### src/rtl/core/gqtl_pkg.sv
package gqtl_pkg;

  localparam int unsigned CODE_BITS_DFLT  = 8;
  localparam int unsigned COORD_BITS_DFLT = 16;
  localparam int unsigned CODE_MAX_BITS   = 8;
  localparam int unsigned COORD_MAX_BITS  = 24;
  localparam int unsigned CFG_IDX_BITS    = 4;
  localparam int unsigned CFG_DATA_BITS   = 16;
  localparam int unsigned WDATA_BITS      = 40;
  localparam int unsigned CMD_Q_DEPTH     = 2;
  localparam int unsigned RES_Q_DEPTH     = 2;

  localparam logic KIND_VERTEX  = 1'b0;
  localparam logic KIND_SUMMARY = 1'b1;

  typedef enum logic [1:0] {
    CMD_METRIC = 2'd0,
    CMD_CORNER = 2'd1,
    CMD_KERN   = 2'd2,
    CMD_LAYOUT = 2'd3
  } cmd_e;

  typedef enum logic [CFG_IDX_BITS-1:0] {
    CFG_ORIGIN_X      = 4'd0,
    CFG_ORIGIN_Y      = 4'd1,
    CFG_EXTRA_SPACING = 4'd2,
    CFG_GLYPH_LIMIT   = 4'd3
  } cfg_idx_e;

  typedef enum logic [1:0] {
    B_IDLE,
    B_KERN,
    B_PLACE,
    B_UPD
  } b_state_e;

  typedef struct packed {
    logic [1:0]        cmd;
    logic [7:0]        char_code;
    logic [7:0]        pair_code;
    logic [1:0]        corner;
    logic [7:0]        glyph_width;
    logic [7:0]        glyph_height;
    logic signed [7:0] offset_x;
    logic signed [7:0] offset_y;
    logic signed [7:0] advance;
    logic signed [7:0] kern_amount;
    logic [31:0]       tex_uv;
    logic              end_of_text;
  } in_item_t;

  typedef struct packed {
    logic               kind;
    logic signed [15:0] pos_x;
    logic signed [15:0] pos_y;
    logic [31:0]        vertex_uv;
    logic [15:0]        glyphs_drawn;
    logic signed [15:0] box_min_x;
    logic signed [15:0] box_min_y;
    logic signed [15:0] box_max_x;
    logic signed [15:0] box_max_y;
    logic               last;
  } out_item_t;

  typedef struct packed {
    logic signed [15:0] origin_x;
    logic signed [15:0] origin_y;
    logic signed [7:0]  extra_spacing;
    logic [15:0]        glyph_limit;
  } cfg_t;

  typedef struct packed {
    logic [7:0]        w;
    logic [7:0]        h;
    logic signed [7:0] ox;
    logic signed [7:0] oy;
    logic signed [7:0] adv;
  } metric_t;

  // classified command between front and back
  typedef struct packed {
    cmd_e                    op;
    logic [CODE_MAX_BITS-1:0] code;
    logic [CODE_MAX_BITS-1:0] pair;
    logic [1:0]              corner;
    logic [WDATA_BITS-1:0]   wdata;
    logic                    eot;
  } cmd_item_t;

  // one laid-out character handed to the emitter
  typedef struct packed {
    logic                             has_quad;
    logic                             has_sum;
    logic signed [COORD_MAX_BITS-1:0] x0;
    logic signed [COORD_MAX_BITS-1:0] y0;
    logic signed [COORD_MAX_BITS-1:0] x1;
    logic signed [COORD_MAX_BITS-1:0] y1;
    logic [3:0][31:0]                 uv;
    logic [15:0]                      count;
    logic signed [COORD_MAX_BITS-1:0] bmin_x;
    logic signed [COORD_MAX_BITS-1:0] bmin_y;
    logic signed [COORD_MAX_BITS-1:0] bmax_x;
    logic signed [COORD_MAX_BITS-1:0] bmax_y;
  } job_t;

  localparam logic signed [COORD_MAX_BITS-1:0] S16_MAX = COORD_MAX_BITS'(32767);
  localparam logic signed [COORD_MAX_BITS-1:0] S16_MIN = ~S16_MAX;

  function automatic logic signed [15:0] sat16(input logic signed [COORD_MAX_BITS-1:0] v);
    logic signed [COORD_MAX_BITS-1:0] r;
    if (v > S16_MAX) begin
      r = S16_MAX;
    end else if (v < S16_MIN) begin
      r = S16_MIN;
    end else begin
      r = v;
    end
    return r[15:0];
  endfunction

endpackage

### src/rtl/core/gqtl_front.sv
module gqtl_front import gqtl_pkg::*; #(
  parameter int unsigned CODE_BITS = CODE_BITS_DFLT
) (
  input  logic      push_i,
  input  in_item_t  in_item_i,
  output logic      full_o,
  input  logic      clearing_i,
  input  logic      q_full_i,
  output logic      q_push_o,
  output cmd_item_t q_item_o
);

  metric_t m;

  assign full_o   = q_full_i || clearing_i;
  assign q_push_o = push_i && !full_o;

  always_comb begin
    m.w   = in_item_i.glyph_width;
    m.h   = in_item_i.glyph_height;
    m.ox  = in_item_i.offset_x;
    m.oy  = in_item_i.offset_y;
    m.adv = in_item_i.advance;

    q_item_o.op     = cmd_e'(in_item_i.cmd);
    q_item_o.code   = CODE_MAX_BITS'(in_item_i.char_code[CODE_BITS-1:0]);
    q_item_o.pair   = CODE_MAX_BITS'(in_item_i.pair_code[CODE_BITS-1:0]);
    q_item_o.corner = in_item_i.corner;
    q_item_o.eot    = in_item_i.end_of_text;
    case (cmd_e'(in_item_i.cmd))
      CMD_METRIC: q_item_o.wdata = m;
      CMD_CORNER: q_item_o.wdata = WDATA_BITS'(in_item_i.tex_uv);
      CMD_KERN:   q_item_o.wdata = WDATA_BITS'(unsigned'(in_item_i.kern_amount));
      default:    q_item_o.wdata = '0;
    endcase
  end

endmodule

### config.mk
export PLATFORM = sky130hd
export DESIGN_NAME = gqtl_front
export DESIGN_NICKNAME = d
export VERILOG_FILES = /design/src/rtl/core/gqtl_pkg.sv /design/src/rtl/core/gqtl_front.sv
export SDC_FILE = /design/constraint.sdc
export NUM_CORES = 1
export LEC_CHECK = 0
export ABC_AREA = 1
export BUFFER_PORTS_ARGS = -buffer_cell sky130_fd_sc_hd__buf_2
export CAP_MARGIN = 20
export CORE_AREA = 2 2 64 66
export DETAILED_ROUTE_END_ITERATION = 8
export DIE_AREA = 0 0 66 68
export GPL_TIMING_DRIVEN = 0
export PLACE_DENSITY = 0.72
export SLEW_MARGIN = 20
export SYNTH_ARGS = -nofsm -noshare
export SYNTH_HDL_FRONTEND = slang
export SYNTH_SLANG_ARGS = --single-unit
### constraint.sdc
create_clock -name vclk -period 1.66
set_input_delay 0.249 -clock vclk [all_inputs]
set_output_delay 0.249 -clock vclk [all_outputs]
set_load 0.1 [all_outputs]
[Yosys cells after proc, flatten, opt, wreduce, memory -nomap -nowiden]
Cells that the tools add are included.
Storage, ports and cells
  word-level logic and storage cells: 7
  register bits: 0
  bits of input ports: 104
  output and inout port bits: 63
Operators by class
  reduce and logical (&&, ||, !) cells: 4
  mux-type cells: 1
  equal/unequal tests: 2
Operators by type and width (count)
  one-hot mux 40 bit (3 select lines): 1
  equality test 2 x 1 -> 1 bit (second input constant): 1
  equality test 2 bit (second input constant): 1
  zero test 2 bit: 1
  logical AND 1 bit: 1
  zero test 1 bit: 1
  logical OR 1 bit: 1

[Logic depth before layout (Yosys ltp)]
  depth in word-level cells: 3
  depth in mapped cells: 5

[Least setup slack after synthesis]
No wires, ideal clock.
  path type: input-to-output
  start: input port clearing_i
  end: output port q_push_o
  setup slack: -0.704 ns
  arrival time: 2.115 ns
  data required time: 1.411 ns
  stages on the path: 2
  cells stage by stage: or2_2 nor2_1
Between the ends
  longest elaborated chain between the ends: 3
Ends and longest elaborated chain
  from (decl): line gqtl_front.sv:7  | input logic clearing_i,
  logical OR 1 bit: line gqtl_front.sv:15  | assign full_o = q_full_i || clearing_i;
  zero test 1 bit: line gqtl_front.sv:16  | assign q_push_o = push_i && !full_o;
  logical AND 1 bit: line gqtl_front.sv:16
  to (decl): line gqtl_front.sv:9  | output logic q_push_o,
No other way between the ends.

==> flow_summary.json <==
{
  "antenna_found_initial": 0,
  "synth_cell_type_count": 11,
  "vias": 1508,
  "initial_core_util": 0.2122,
  "synthTopCellsByArea": "nand3_1 29%, nand2_1 26%, buf_4 21%",
  "gr-total-overflow": 0,
  "rsz0062_at_grt": "false",
  "place.gp.congestion": 0.7084,
  "switching_share": 0.7954,
  "grtUsageTotal": 0.1229,
  "synth_nets": 263,
  "drc": 0,
  "slew_headroom": 0.6688,
  "worstSetupPathType": "input port to primary output",
  "die_x_um": 66,
  "critPathCaptureType": "primary output",
  "synth_commonest_cells": "56 x nand2_1, 48 x nand3_1, 23 x buf_4",
  "finalCritPeriodShare": 0.9212,
  "clkPwrFrac": 0,
  "n_clock_buffer": 0,
  "drtIter0Drc": 15,
  "fin_area_mm2": 0.001639,
  "yosysMostFrequentCell": "nand2_1",
  "hold_viol_final": 0,
  "die_area_mm2": 0.004488,
  "switchingPower_w": 0.0008497,
  "start_kind": "input port",
  "setup_slack_ps": 130.8,
  "vdd_drop_max_v": 0.0003843,
  "worstMarginPinSlew_ps": 500.2,
  "io_pins": 167,
  "crit_path_max_fanout": 10,
  "dp_slack_ps": 106.1,
  "dp_hpwl_um": 3059,
  "whs_ps": 881.9,
  "register_area_um2": 0,
  "crit_end": "q_item_o[35]",
  "min-delay-path-class": "input port to primary output",
  "drive_gt1_frac": 0.6230,
  "crit_arrival_ps": 1280,
  "synthesis.instances": 159,
  "netlist_area_um2": 818.3,
  "finalSetupViolCount": 0,
  "post_cts_resized": 0,
  "outcome": "complete, no violations",
  "min_period_ps": 1529,
  "synth_top_area_frac": 0.2936,
  "grt_pass1_vias": 1142,
  "drv_slew": 0,
  "p_seq_frac": 0,
  "wl_per_cell_um": 9.975,
  "hp-start": "in_item_i[92]",
  "cp.required_ps": 1410,
  "numSequentialCells": 0,
  "port_buffers": 146,
  "die_h_um": 68,
  "cap_violations": 0,
  "ys_warn_count": 0,
  "leakage_nw": 1.129,
  "drt_wl_total_um": 3541,
  "synth_largest_area_cell": "nand3_1",
  "grt_max_degree": 11,
  "fin_nets": 411,
  "place_area_mm2": 0.001639,
  "core_area_mm2": 0.003856,
  "via_per_inst": 4.248,
  "postRouteAntennaNets": 0,
  "startpoint": "in_item_i[100]",
  "cts_hold_buf": 0,
  "max_freq_mhz": 653.9,
  "fin_util": 0.4250,
  "combPwrFrac": 1.000,
  "antenna_cells": 0,
  "area_delta_synth_final_pct": 100.3,
  "avgSynthCellArea_um2": 5.146,
  "power_density_mw_per_mm2": 651.8,
  "synth_seq_area_share": 0,
  "dr.pass1.iters": 4,
  "cellInternalPower_w": 0.0002185,
  "finalPower_w": 0.001068,
  "grt_pass1_wl_um": 4636,
  "row_count": 23,
  "post_cts_buffers": 0
}
## final cells by class
| class | instances | area, um2 |
|---|---|---|
| Buffer | 32 | 262.8 |
| Fill cell | 455 | 2217 |
| Inverter | 12 | 45.04 |
| Multi-Input combinational cell | 115 | 538.0 |
| Tap cell | 50 | 62.56 |
| Timing Repair Buffer | 146 | 730.7 |
## critical path, stage by stage
cell    delay, ps
buf_6         130
nor2_8        150
inv_1         190
nor2_2        130
buf_2         430
## logic make-up (layout without fill, tap and decap cells)
kind of cell / Yosys count / in the layout / share of synthesized area
buf+inv: 44 / 190 / 0.3761
simple gates: 115 / 115 / 0.6239
## cells in the final DEF (no fill, tap or decap)
cell	synthesis	routed
inv_2	1	1
or2_2	1	1
nand2_1	56	56
nor2_2	0	8
buf_2	3	149
buf_4	23	23
inv_1	11	11
nor2_8	1	1
nand3_1	48	48
clkbuf_8	3	3
buf_6	3	3
nor2_4	0	1
## worst min path at each step
stage	to	slack [ps]	cells past startpoint
6_report	q_item_o[52]	880	2
5_1_grt	q_item_o[0]	880	2
4_1_cts	q_item_o[52]	880	2
3_5_place_dp	q_item_o[57]	880	2
3_3_place_gp	q_item_o[47]	880	2
2_1_floorplan	q_push_o	700	2
## power by group through the flow
stage               sequential (W)  clock (W)  combinational [W]
floorplan                        0          0           0.000871
global placement                 0          0            0.00107
detailed placement               0          0            0.00107
CTS                              0          0            0.00107
global route                     0          0            0.00111
finish                           0          0            0.00107
## stage by stage
stage	TNS (ps)	std cells
2_1_floorplan	-706.7	159
3_3_place_gp	0	355
3_5_place_dp	0	355
4_1_cts	0	355
5_1_grt	0	355
6_report	0	355
## per-layer routing
metal / routed length, um / GRT usage / vias up / share of wire
met1: 1259 / 0.1396 / 644 / 0.36
met5: 0 / 0 / - / 0
met3: 331 / 0.01151 / 2 / 0.093
li1: - / - / 778 / -
met2: 1937 / 0.2576 / 84 / 0.55
met4: 12 / 0.005102 / 0 / 0.0034
(Power assumes the default switching activity.)
