**src/rtl/core/gqtl_pkg.sv**
```systemverilog
package gqtl_pkg;

  localparam int unsigned CODE_BITS_DFLT  = 8;
  localparam int unsigned COORD_BITS_DFLT = 16;
  localparam int unsigned CODE_MAX_BITS   = 8;
  localparam int unsigned COORD_MAX_BITS  = 24;
  localparam int unsigned CFG_IDX_BITS    = 4;
  localparam int unsigned CFG_DATA_BITS   = 16;
  localparam int unsigned WDATA_BITS      = 40;
  localparam int unsigned CMD_Q_DEPTH     = 2;
  localparam int unsigned RES_Q_DEPTH     = 2;

  localparam logic KIND_VERTEX  = 1'b0;
  localparam logic KIND_SUMMARY = 1'b1;

  typedef enum logic [1:0] {
    CMD_METRIC = 2'd0,
    CMD_CORNER = 2'd1,
    CMD_KERN   = 2'd2,
    CMD_LAYOUT = 2'd3
  } cmd_e;

  typedef enum logic [CFG_IDX_BITS-1:0] {
    CFG_ORIGIN_X      = 4'd0,
    CFG_ORIGIN_Y      = 4'd1,
    CFG_EXTRA_SPACING = 4'd2,
    CFG_GLYPH_LIMIT   = 4'd3
  } cfg_idx_e;

  typedef enum logic [1:0] {
    B_IDLE,
    B_KERN,
    B_PLACE,
    B_UPD
  } b_state_e;

  typedef struct packed {
    logic [1:0]        cmd;
    logic [7:0]        char_code;
    logic [7:0]        pair_code;
    logic [1:0]        corner;
    logic [7:0]        glyph_width;
    logic [7:0]        glyph_height;
    logic signed [7:0] offset_x;
    logic signed [7:0] offset_y;
    logic signed [7:0] advance;
    logic signed [7:0] kern_amount;
    logic [31:0]       tex_uv;
    logic              end_of_text;
  } in_item_t;

  typedef struct packed {
    logic               kind;
    logic signed [15:0] pos_x;
    logic signed [15:0] pos_y;
    logic [31:0]        vertex_uv;
    logic [15:0]        glyphs_drawn;
    logic signed [15:0] box_min_x;
    logic signed [15:0] box_min_y;
    logic signed [15:0] box_max_x;
    logic signed [15:0] box_max_y;
    logic               last;
  } out_item_t;

  typedef struct packed {
    logic signed [15:0] origin_x;
    logic signed [15:0] origin_y;
    logic signed [7:0]  extra_spacing;
    logic [15:0]        glyph_limit;
  } cfg_t;

  typedef struct packed {
    logic [7:0]        w;
    logic [7:0]        h;
    logic signed [7:0] ox;
    logic signed [7:0] oy;
    logic signed [7:0] adv;
  } metric_t;

  // classified command between front and back
  typedef struct packed {
    cmd_e                    op;
    logic [CODE_MAX_BITS-1:0] code;
    logic [CODE_MAX_BITS-1:0] pair;
    logic [1:0]              corner;
    logic [WDATA_BITS-1:0]   wdata;
    logic                    eot;
  } cmd_item_t;

  // one laid-out character handed to the emitter
  typedef struct packed {
    logic                             has_quad;
    logic                             has_sum;
    logic signed [COORD_MAX_BITS-1:0] x0;
    logic signed [COORD_MAX_BITS-1:0] y0;
    logic signed [COORD_MAX_BITS-1:0] x1;
    logic signed [COORD_MAX_BITS-1:0] y1;
    logic [3:0][31:0]                 uv;
    logic [15:0]                      count;
    logic signed [COORD_MAX_BITS-1:0] bmin_x;
    logic signed [COORD_MAX_BITS-1:0] bmin_y;
    logic signed [COORD_MAX_BITS-1:0] bmax_x;
    logic signed [COORD_MAX_BITS-1:0] bmax_y;
  } job_t;

  localparam logic signed [COORD_MAX_BITS-1:0] S16_MAX = COORD_MAX_BITS'(32767);
  localparam logic signed [COORD_MAX_BITS-1:0] S16_MIN = ~S16_MAX;

  function automatic logic signed [15:0] sat16(input logic signed [COORD_MAX_BITS-1:0] v);
    logic signed [COORD_MAX_BITS-1:0] r;
    if (v > S16_MAX) begin
      r = S16_MAX;
    end else if (v < S16_MIN) begin
      r = S16_MIN;
    end else begin
      r = v;
    end
    return r[15:0];
  endfunction

endpackage

```
**src/rtl/core/gqtl_fifo.sv**
```systemverilog
module gqtl_fifo import gqtl_pkg::*; #(
  parameter type         item_t = logic,
  parameter int unsigned DEPTH  = 2
) (
  input  logic  clk_i,
  input  logic  rst_ni,
  input  logic  push_i,
  input  item_t data_i,
  output logic  full_o,
  input  logic  pop_i,
  output item_t data_o,
  output logic  empty_o
);

  localparam int unsigned PW = (DEPTH > 1) ? $clog2(DEPTH) : 1;
  localparam int unsigned CW = $clog2(DEPTH + 1);

  item_t          mem [DEPTH];
  logic [PW-1:0]  wr_ptr_q, rd_ptr_q;
  logic [CW-1:0]  cnt_q;
  logic           do_push, do_pop;

  assign full_o  = (cnt_q == CW'(DEPTH));
  assign empty_o = (cnt_q == '0);
  assign do_push = push_i && !full_o;
  assign do_pop  = pop_i && !empty_o;
  assign data_o  = mem[rd_ptr_q];

  function automatic logic [PW-1:0] wrap_inc(input logic [PW-1:0] p);
    return (p == PW'(DEPTH - 1)) ? '0 : p + 1'b1;
  endfunction

  always_ff @(posedge clk_i) begin
    if (do_push) begin
      mem[wr_ptr_q] <= data_i;
    end
  end

  always_ff @(posedge clk_i or negedge rst_ni) begin
    if (!rst_ni) begin
      wr_ptr_q <= '0;
      rd_ptr_q <= '0;
      cnt_q    <= '0;
    end else begin
      if (do_push) begin
        wr_ptr_q <= wrap_inc(wr_ptr_q);
      end
      if (do_pop) begin
        rd_ptr_q <= wrap_inc(rd_ptr_q);
      end
      if (do_push && !do_pop) begin
        cnt_q <= cnt_q + 1'b1;
      end else if (do_pop && !do_push) begin
        cnt_q <= cnt_q - 1'b1;
      end
    end
  end

endmodule

```
**config.mk**
```make
export PLATFORM = sky130hd
export DESIGN_NAME = gqtl_fifo
export DESIGN_NICKNAME = d
export VERILOG_FILES = /design/src/rtl/core/gqtl_pkg.sv /design/src/rtl/core/gqtl_fifo.sv
export SDC_FILE = /design/constraint.sdc
export NUM_CORES = 1
export LEC_CHECK = 0
export BUFFER_PORTS_ARGS = -buffer_cell sky130_fd_sc_hd__buf_2
export CAP_MARGIN = 20
export CELL_PAD_IN_SITES_DETAIL_PLACEMENT = 0
export CELL_PAD_IN_SITES_GLOBAL_PLACEMENT = 1
export CORE_AREA = 2 2 39 41
export DETAILED_ROUTE_END_ITERATION = 10
export DIE_AREA = 0 0 41 43
export HOLD_SLACK_MARGIN = 0.12
export PLACE_DENSITY = 0.56
export SYNTH_ARGS = -nofsm -noshare
export SYNTH_HDL_FRONTEND = slang
export SYNTH_SLANG_ARGS = --single-unit
```
**constraint.sdc**
```tcl
create_clock -name clk_i -period 1.6 [get_ports clk_i]
set_input_delay 0.24 -clock clk_i [delete_from_list [all_inputs] [get_ports clk_i]]
set_output_delay 0.24 -clock clk_i [all_outputs]
set_load 0.03 [all_outputs]
```
Word-level counts from Yosys, hierarchy flattened
Memories as Yosys holds them, arrays and structs flattened.
Cells that the tools add are included.
Widths: inputs -> output; s select.

word-level totals
  bits in registers = 4
  RAM bits = 2
  input port bits = 5
  output and inout port bits = 3
  word-level logic and storage cells = 25
  memories kept = 1

memories
  memory  words  width  read ports  clocked after memory_dff  write ports  RTL line         source
  mem     2      1      1           0                         1            gqtl_fifo.sv:18  item_t mem [DEPTH];

cells by class
  add/sub/neg operators = 4
  eq/ne operators = 1
  multiplexer cells = 6
  reductions and logical operators = 10

operators with widths
  kind                 number
  $logic_and 1x1->1    4
  $logic_not 1->1      4
  $mux 1               4
  $mux 2               2
  $add 1x1->1 const B  2
  $add 2x1->2 const B  1
  $eq 2x2->1 const B   1
  $logic_not 2->1      1
  $reduce_bool 2->1    1
  $sub 2x1->2 const B  1

Longest topological paths before layout
Gate-level depths: netlist of run 1.

  word-level depth = 7
  depth in mapped cells = 7
  mapped depth without buffers = 7

Least setup slack after synthesis of run 1
OpenSTA, ideal clock, no wires.

  path kind = register -> register
  from = register cnt_q[0]
  to = register cnt_q[1]
  setup time = 0.079 ns
  arrival = 1.282 ns
  required time = 1.521 ns
  setup slack = 0.239 ns
  cell stages (with the launch flop) = 7
  buffers on the path = 0
  period minus slack after synthesis = 1.361 ns
  cell sequence = dfrtp_1 nand2b_1 nand2_1 inv_1 ha_1 nor2_1 xor2_1

on the way
  cells in the longest elaborated chain, start to end = 6
  elaborated cells between the ends (all ways) = 15
  those cells by class = add/sub (2); eq/ne (1); mux (2); reduce/logical (10)

ends and longest elaborated chain
  what                                                                 RTL line                          source
  from (decl)                                                          gqtl_fifo.sv:20                   logic [CW-1:0] cnt_q;
  from (signal assigned)                                               gqtl_fifo.sv:52                   cnt_q <= cnt_q + 1'b1;
  from (signal assigned)                                               gqtl_fifo.sv:54                   cnt_q <= cnt_q - 1'b1;
  $eq 2x2->1 / $logic_not 2->1 (equally long branches)                 gqtl_fifo.sv:23, gqtl_fifo.sv:24
  $logic_not 1->1, on equally long branches                            gqtl_fifo.sv:25, gqtl_fifo.sv:26
  $logic_and 1x1->1, on equally long branches                          gqtl_fifo.sv:25, gqtl_fifo.sv:26
  $logic_not 1->1, on equally long branches                            gqtl_fifo.sv:53, gqtl_fifo.sv:51
  $logic_and 1x1->1, on equally long branches                          gqtl_fifo.sv:53, gqtl_fifo.sv:51
  $reduce_bool 2->1 (no source line) / $mux 2 (equally long branches)  -

Several ways; a longest one is shown, not always the timed one. The select of a mux whose other input is x is not followed.
A chain may end at the register's enable or synchronous reset.

Worst setup path after layout of run 1
Ends and elaborated chain as after synthesis.

==> results of run 1 <==
logic make-up (layout without fill, tap and decap cells):
family | count (synthesis) | count (layout)
flip-flops | 6 | 6
AND/OR/NAND/NOR | 6 | 6
AO/OA/AOI/OAI | 1 | 1
adder cells (fa/ha/maj) | 1 | 1
buffers and inverters | 2 | 13
multiplexers | 1 | 1
XOR/XNOR | 5 | 5
power by group through the flow:
stage / clock [mW] / combinational [mW] / sequential, mW
6_report: 0.136 / 0.318 / 0.292
5_1_grt: 0.150 / 0.342 / 0.301
4_1_cts: 0.143 / 0.323 / 0.292
3_5_place_dp: 0 / 0.317 / 0.294
3_3_place_gp: 0 / 0.305 / 0.287
2_1_floorplan: 0 / 0.253 / 0.280
path summary, 6_finish.rpt:
| check | to | cells past startpoint | slack (ns) |
|---|---|---|---|
| min in group asynchronous | cnt_q[0]$_DFFE_PN0P_ | 2 | 0.34 |
| max in group asynchronous | wr_ptr_q$_DFFE_PN0N_ | 2 | 1.13 |
| worst min-delay path | mem[1]$_DFFE_PP_ | 1 | 0.20 |
| worst min register to register | rd_ptr_q$_DFFE_PN0P_ | 1 | 0.50 |
| worst max register to register | cnt_q[1]$_DFFE_PN0P_ | 7 | 0.12 |
| worst max-delay path | cnt_q[1]$_DFFE_PN0P_ | 7 | 0.12 |
state kept, by name, summed over array words and instances, names as in the netlist:
register,flops
cnt_q,2
mem,2
rd_ptr_q,1
wr_ptr_q,1
layout by cell type (no fill, tap or decap):
cell type / count
sky130_fd_sc_hd__buf_2: 7
sky130_fd_sc_hd__dfrtp_1: 4
sky130_fd_sc_hd__nor2_1: 3
sky130_fd_sc_hd__xnor2_1: 3
sky130_fd_sc_hd__clkbuf_4: 3
sky130_fd_sc_hd__inv_1: 2
sky130_fd_sc_hd__xor2_1: 2
sky130_fd_sc_hd__edfxtp_1: 2
sky130_fd_sc_hd__mux2_2: 1
sky130_fd_sc_hd__nand2b_1: 1
sky130_fd_sc_hd__nand2_1: 1
sky130_fd_sc_hd__o21ai_1: 1
sky130_fd_sc_hd__and3_1: 1
sky130_fd_sc_hd__ha_1: 1
sky130_fd_sc_hd__dlygate4sd3_1: 1
layout make-up:
| type | count | area, um^2 |
|---|---|---|
| fill | 149 | 1030 |
| sequential | 6 | 160 |
| multi-input combinational | 14 | 100 |
| timing repair buffer | 8 | 45.0 |
| clock buffer | 3 | 22.5 |
| tap | 16 | 20.0 |
| inverter | 2 | 7.51 |
per-layer routing:
metal	GRT usage, %	vias to the layer above	wire (um)
met1	6.56	84	224
met5	0	-	0
li1	-	95	-
met3	6.28	0	53
met4	2.00	0	0
met2	9.38	10	191
stage by stage:
stage,cells,cell area (um^2),hold slack (ns),worst slack [ns],util [%]
after global placement,45,323,0.0462,0.170,23.3
final,49,355,0.197,0.119,25.7
after detailed placement,45,323,0.0521,0.133,23.3
after CTS,49,355,0.198,0.116,25.7
after global routing,49,355,0.205,0.0405,25.7
after floorplan,22,268,-0.0556,0.239,-
worst reg2reg max path: cells and delay by family (launching register included):
family	cells	cell delay [ns]
xor gates and xnor gates	2	0.29
adders and majority gates	1	0.18
buffers and inverters	1	0.06
DFF	1	0.42
and+or+nand+nor	3	0.46
==> results.yml, run 1 <==
pwr:
  power.share.sequential_pct: 39.1
  p_comb_share_pct: 42.6
  power_uw: 746
  power_switching_uw: 293
  clkPwrFrac_pct: 18.3
  max-vdd-ir-drop_mv: 0.683
  p_int_uw: 453
  powerDensity_nw_per_um2: 2100
  p_leak_nw: 0.173
  switching_share_pct: 39.3
critical_path:
  worst_setup_path_startpoint: "cnt_q[0]$_DFFE_PN0P_"
  crit_path_end_kind: "flip-flop"
  r2r_start: "cnt_q[0]$_DFFE_PN0P_"
  cpLargestDelayFamily: "simple AND/OR/NAND/NOR gates"
  worstPathRequired_ns: 1.76
  setup.worst_path.start_class: "flip-flop"
  crit_path_frequent_cell: "sky130_fd_sc_hd__xor2_1"
  critical_path.n_buffers_inverters: 1
  critical_path.max_stage_delay_ns: 0.42
  crit_path_top_delay_cell: "sky130_fd_sc_hd__dfrtp_1"
  crit_path_max_fanout: 5
  worstSetupPathType: "reg -> reg"
  worstPathArrival_ns: 1.64
  critical_path.cell_chain: "nand2b_1 > nand2_1 > inv_1 > ha_1 > xor2_1 > nor2_1 > xor2_1"
sta:
  finalSetupViolCount: 0
  worst_slew_margin_rel_pct: 85.3
  rsz0062_at_grt: "false"
  fin_worst_skew_ns: 0.00271
  period_needed_ns: 1.48
  worst_slew_pin_slew_ns: 0.218
  hold_viol_final: 0
  fmax_mhz: 675
  final_max_slew_viol_count: 0
  min_period_over_period_pct: 92.5
  fin_setup_tns_ns: 0
yosys:
  postSynth.asyncResetShare_pct: 66.7
  synthesis.nets: 28
  synth_cells: 22
  synth_top_family_by_area: "XOR/XNOR gates"
  largest_cells_by_area_after_synthesis: "sky130_fd_sc_hd__dfrtp_1, sky130_fd_sc_hd__edfxtp_1, sky130_fd_sc_hd__xnor2_1, sky130_fd_sc_hd__xor2_1, sky130_fd_sc_hd__ha_1"
  synth_area_leader_cell: "sky130_fd_sc_hd__dfrtp_1"
  synth-edff-count: 2
  synth_area_in_compound_gates_pct: 1.87
  synthTopCellsByCount: "sky130_fd_sc_hd__dfrtp_1, sky130_fd_sc_hd__nor2_1, sky130_fd_sc_hd__xnor2_1"
  post_synth_fa_ha_maj_area_fraction_pct: 4.67
  post-synth-top-area-fraction_pct: 37.4
  post_synth_mux_area_share_pct: 4.21
  synth_area_um2: 268
  avgSynthCellArea_um2: 12.2
  synthDistinctLibCells: 12
  synth.most_common_cell: "sky130_fd_sc_hd__dfrtp_1"
  yosys_most_used_dff: "sky130_fd_sc_hd__dfrtp_1"
  ys_seq_elements: 6
  yosys_warnings: 0
  synth_sequential_area_ratio_pct: 59.8
  synth_simple_gate_area_share_pct: 10.3
  synth-xor-area-share_pct: 16.4
clock_network:
  htreeDepth: 1
  cts.repair_timing.setup_buffer_count: 0
  clock-root-buffer: "sky130_fd_sc_hd__clkbuf_4"
  postCtsHoldBufs: 1
  numClockSinks: 6
  tritoncts.num_buffers: 3
  clockBufferDepth: 2
  post_cts.resized_instances: 0
  worst_setup_hold_path_clk_slew_ns: 0.05
  tritoncts: "built"
  clock_latency_ns: 0.24
place:
  routabilityCongestion: 0.585
  dp_hpwl_um: 385
  portbufs: 7
drt:
  drt_first_pass_iters: 2
  detailedRoute.firstIterationViolations: 2
  vias: 189
  post-route-drc-count: 0
  routed_via_density: 3.86
  routed_wirelength_um: 470
  drt.antenna.violating_nets: 0
  wire_per_inst_um: 9.59
global_route:
  grt_first_pass_wirelength_um: 710
  vias_in_the_first_global_route: 186
  grt_start_max_net_pins: 6
  grt-ovfl-total: 0
  antenna_found_initial: 0
  grt_util_all_layers_pct: 6.57
worst_hold_path:
  worstHoldPathType: "in -> reg"
  hold_path_startpoint: "data_i"
job:
  cap_violations: 0
die:
  placementRows: 14
  floorplan.core_area_um2: 1380
  ioPinCount: 8
  floorplan.initialDensity_pct: 19.3
  floorplan.die.height_um: 43
  floorplan_die_area_um2: 1760
  die_width_um: 41
layout:
  finish.net_count: 41
  layout-area-overhead-vs-synth_pct: 32.7
  antennaDiodeCount: 0
  drive_above_1_share_pct: 33.3
outcome:
  run_status: "finished clean"
No activity file was read; power rests on OpenSTA's default activity.
==> run 2: changes to the inputs <==
- ABC_AREA: unset -> 1
- CTS_BUF_LIST: unset -> sky130_fd_sc_hd__clkbuf_4 sky130_fd_sc_hd__clkbuf_8
- PLACE_DENSITY: 0.56 -> 0.62
==> results.yml, run 2 <==
outcome:
  run_status: "finished clean"
yosys:
  synthTopCellsByCount: "sky130_fd_sc_hd__nand2_1, sky130_fd_sc_hd__inv_1, sky130_fd_sc_hd__dfrtp_1"
  synth-edff-count: 2
  yosys_warnings: 0
  synthDistinctLibCells: 12
  synth_area_leader_cell: "sky130_fd_sc_hd__dfrtp_1"
  synth_area_um2: 305
  yosys_most_used_dff: "sky130_fd_sc_hd__dfrtp_1"
  synthesis.nets: 43
  post-synth-top-area-fraction_pct: 32.8
  largest_cells_by_area_after_synthesis: "sky130_fd_sc_hd__dfrtp_1, sky130_fd_sc_hd__edfxtp_1, sky130_fd_sc_hd__nand2_1, sky130_fd_sc_hd__inv_1, sky130_fd_sc_hd__ha_1"
  avgSynthCellArea_um2: 8.25
  synth_cells: 37
  synth_sequential_area_ratio_pct: 52.5
  synth.most_common_cell: "sky130_fd_sc_hd__nand2_1"
  postSynth.asyncResetShare_pct: 66.7
  ys_seq_elements: 6
critical_path:
  critical_path.cell_chain: "o21ai_0 > ha_1 > inv_1 > nand3_1 > nand2_1 > nand2_1"
  r2r_start: "cnt_q[0]$_DFFE_PN0P_"
  ff2ff_setup_slack_ns: 0.24
  worst_setup_path_endpoint: "cnt_q[1]$_DFFE_PN0P_"
  critical_path.max_stage_delay_ns: 0.45
  crit_path_frequent_cell: "sky130_fd_sc_hd__nand2_1"
  rr_endpoint: "cnt_q[1]$_DFFE_PN0P_"
  setup.worst_path.start_class: "flip-flop"
  worst_setup_path_startpoint: "cnt_q[0]$_DFFE_PN0P_"
  r2r_cells: 6
  crit_path_top_delay_cell: "sky130_fd_sc_hd__dfrtp_1"
  worstPathRequired_ns: 1.73
  crit_path_end_kind: "flip-flop"
  crit_path_max_fanout: 7
  worstSetupPathType: "reg -> reg"
  worstPathArrival_ns: 1.49
pwr:
  switching_share_pct: 42.4
  power_switching_uw: 344
  p_leak_nw: 0.220
  max-vdd-ir-drop_mv: 0.752
  clkPwrFrac_pct: 20.9
  p_int_uw: 467
  power.share.sequential_pct: 34.7
  p_comb_share_pct: 44.4
  power_uw: 810
  powerDensity_nw_per_um2: 2020
die:
  placementRows: 14
  floorplan.core_area_um2: 1380
  floorplan.initialDensity_pct: 22.1
  floorplan_die_area_um2: 1760
  die_width_um: 41
  floorplan.die.height_um: 43
  ioPinCount: 8
sta:
  hold_viol_final: 0
  fin_worst_skew_ns: 0.000576
  finalSetupViolCount: 0
  period_needed_ns: 1.36
  setup_ws_post_layout_ns: 0.244
  worst_slew_margin_rel_pct: 84.0
  final_max_slew_viol_count: 0
  fin_setup_tns_ns: 0
  worst_slew_pin_slew_ns: 0.238
  fmax_mhz: 737
  rsz0062_at_grt: "false"
  min_period_over_period_pct: 84.8
clock_network:
  numClockSinks: 6
  htreeDepth: 1
  worst_setup_hold_path_clk_slew_ns: 0.05
  clock-root-buffer: "sky130_fd_sc_hd__clkbuf_4"
  clockBufferDepth: 2
  tritoncts: "built"
  tritoncts.num_buffers: 3
  clock_latency_ns: 0.24
  post_cts.resized_instances: 0
global_route:
  grt_util_all_layers_pct: 7.08
  vias_in_the_first_global_route: 211
  antenna_found_initial: 0
  grt_first_pass_wirelength_um: 793
  grt_start_max_net_pins: 8
  grt-ovfl-total: 0
place:
  detailedPlace.worstSlack_ns: 0.227
  dp_hpwl_um: 434
  place.detailed.instances: 60
  routabilityCongestion: 0.728
  portbufs: 7
worst_hold_path:
  hold_path_startpoint: "data_i"
  worstHoldPathType: "in -> reg"
layout:
  antennaDiodeCount: 0
  filler_cell_count_in_the_final_layout: 155
  finish.net_count: 56
  layout.cells.most_common: "sky130_fd_sc_hd__nand2_1"
  commonest_cells_after_routing_fill_and_taps_aside: "sky130_fd_sc_hd__nand2_1, sky130_fd_sc_hd__inv_1, sky130_fd_sc_hd__buf_2, sky130_fd_sc_hd__clkbuf_4, sky130_fd_sc_hd__dfrtp_1"
  top_regs: "cnt_q x2, mem x2"
  final_cells: 65
  layout-area-overhead-vs-synth_pct: 31.1
  drive_above_1_share_pct: 26.5
drt:
  drt.antenna.violating_nets: 0
  post-route-drc-count: 0
  wire_per_inst_um: 8.25
  vias: 250
  routed_via_density: 3.85
  drt_first_pass_iters: 4
  routed_wirelength_um: 536
  detailedRoute.firstIterationViolations: 3
job:
  cap_violations: 0
[run 2: changes by cell type after synthesis, sizes merged]
cell / previous run / this run
nand2: 1 / 12
inv: 2 / 8
xnor2: 3 / 1
xor2: 2 / 0
and3: 1 / 0
mux2: 1 / 0
nand2b: 1 / 0
nand3: 0 / 1
nand3b: 0 / 1
nand4: 0 / 1
nor2: 3 / 4
o21ai: 1 / 2
[run 2: routing by layer]
layer | track usage (%) | share of wire [%] | vias up
met2 | 8.44 | 44 | 8
li1 | - | - | 138
met4 | 8.00 | 2.6 | 0
met1 | 9.21 | 46 | 102
met3 | 1.57 | 7.1 | 2
met5 | 0 | 0 | -
[run 2: cells by family (layout without fill, tap and decap cells)]
logic type	Yosys count	after routing	synth area share [%]
flops	6	6	52.5
compound gates	2	2	3.28
simple gates	19	19	27.5
fa+ha+maj	1	1	4.10
buf+inv	8	20	9.84
xor+xnor	1	1	2.87
[run 2: through the flow]
stage	utilization, %	hold WS [ns]	cell area [um^2]
after floorplan	-	-0.0556	305
after global placement	26.0	0.0545	360
after detailed placement	26.0	0.0565	360
after CTS	28.9	0.181	400
after global routing	28.9	0.185	400
final	28.9	0.189	400
[run 2: final cells by class]
cell class | instances | area [um^2] | area share [%]
Clock buffer | 4 | 30.0 | 7.50
Inverter | 8 | 30.0 | 7.50
Multi-Input combinational cell | 23 | 115 | 28.7
Sequential cell | 6 | 160 | 40.0
Tap cell | 16 | 20.0 | 5.00
Timing Repair Buffer | 8 | 45.0 | 11.2
[run 2: worst min-delay path by stage]
stage,end,slack (ns),cells past startpoint
after global placement,cnt_q[1]$_DFFE_PN0P_,0.05,1
after detailed placement,rd_ptr_q$_DFFE_PN0P_,0.06,1
after global routing,mem[0]$_DFFE_PP_,0.18,1
final,mem[0]$_DFFE_PP_,0.19,1
after CTS,mem[0]$_DFFE_PP_,0.18,1
after floorplan,cnt_q[0]$_DFFE_PN0P_,-0.06,0
[run 2: critical path: cells and delay by family, from the launching register on]
family | cells | cell delay [ns]
compound gates | 1 | 0.25
simple gates | 3 | 0.17
fa+ha+maj | 1 | 0.30
buf+inv | 1 | 0.08
flops | 1 | 0.45
[run 2: repair_timing]
item,CTS,global route
buffers inserted,0,0
endpoints found under the hold margin,4,0
hold buffers,1,0
[run 2: power by group through the flow]
| stage | Clock (mW) | Sequential, mW | Combinational [mW] |
|---|---|---|---|
| 2_1_floorplan | 0 | 0.273 | 0.285 |
| 3_3_place_gp | 0 | 0.284 | 0.364 |
| 3_5_place_dp | 0 | 0.283 | 0.363 |
| 4_1_cts | 0.176 | 0.281 | 0.367 |
| 5_1_grt | 0.182 | 0.292 | 0.409 |
| 6_report | 0.169 | 0.282 | 0.360 |
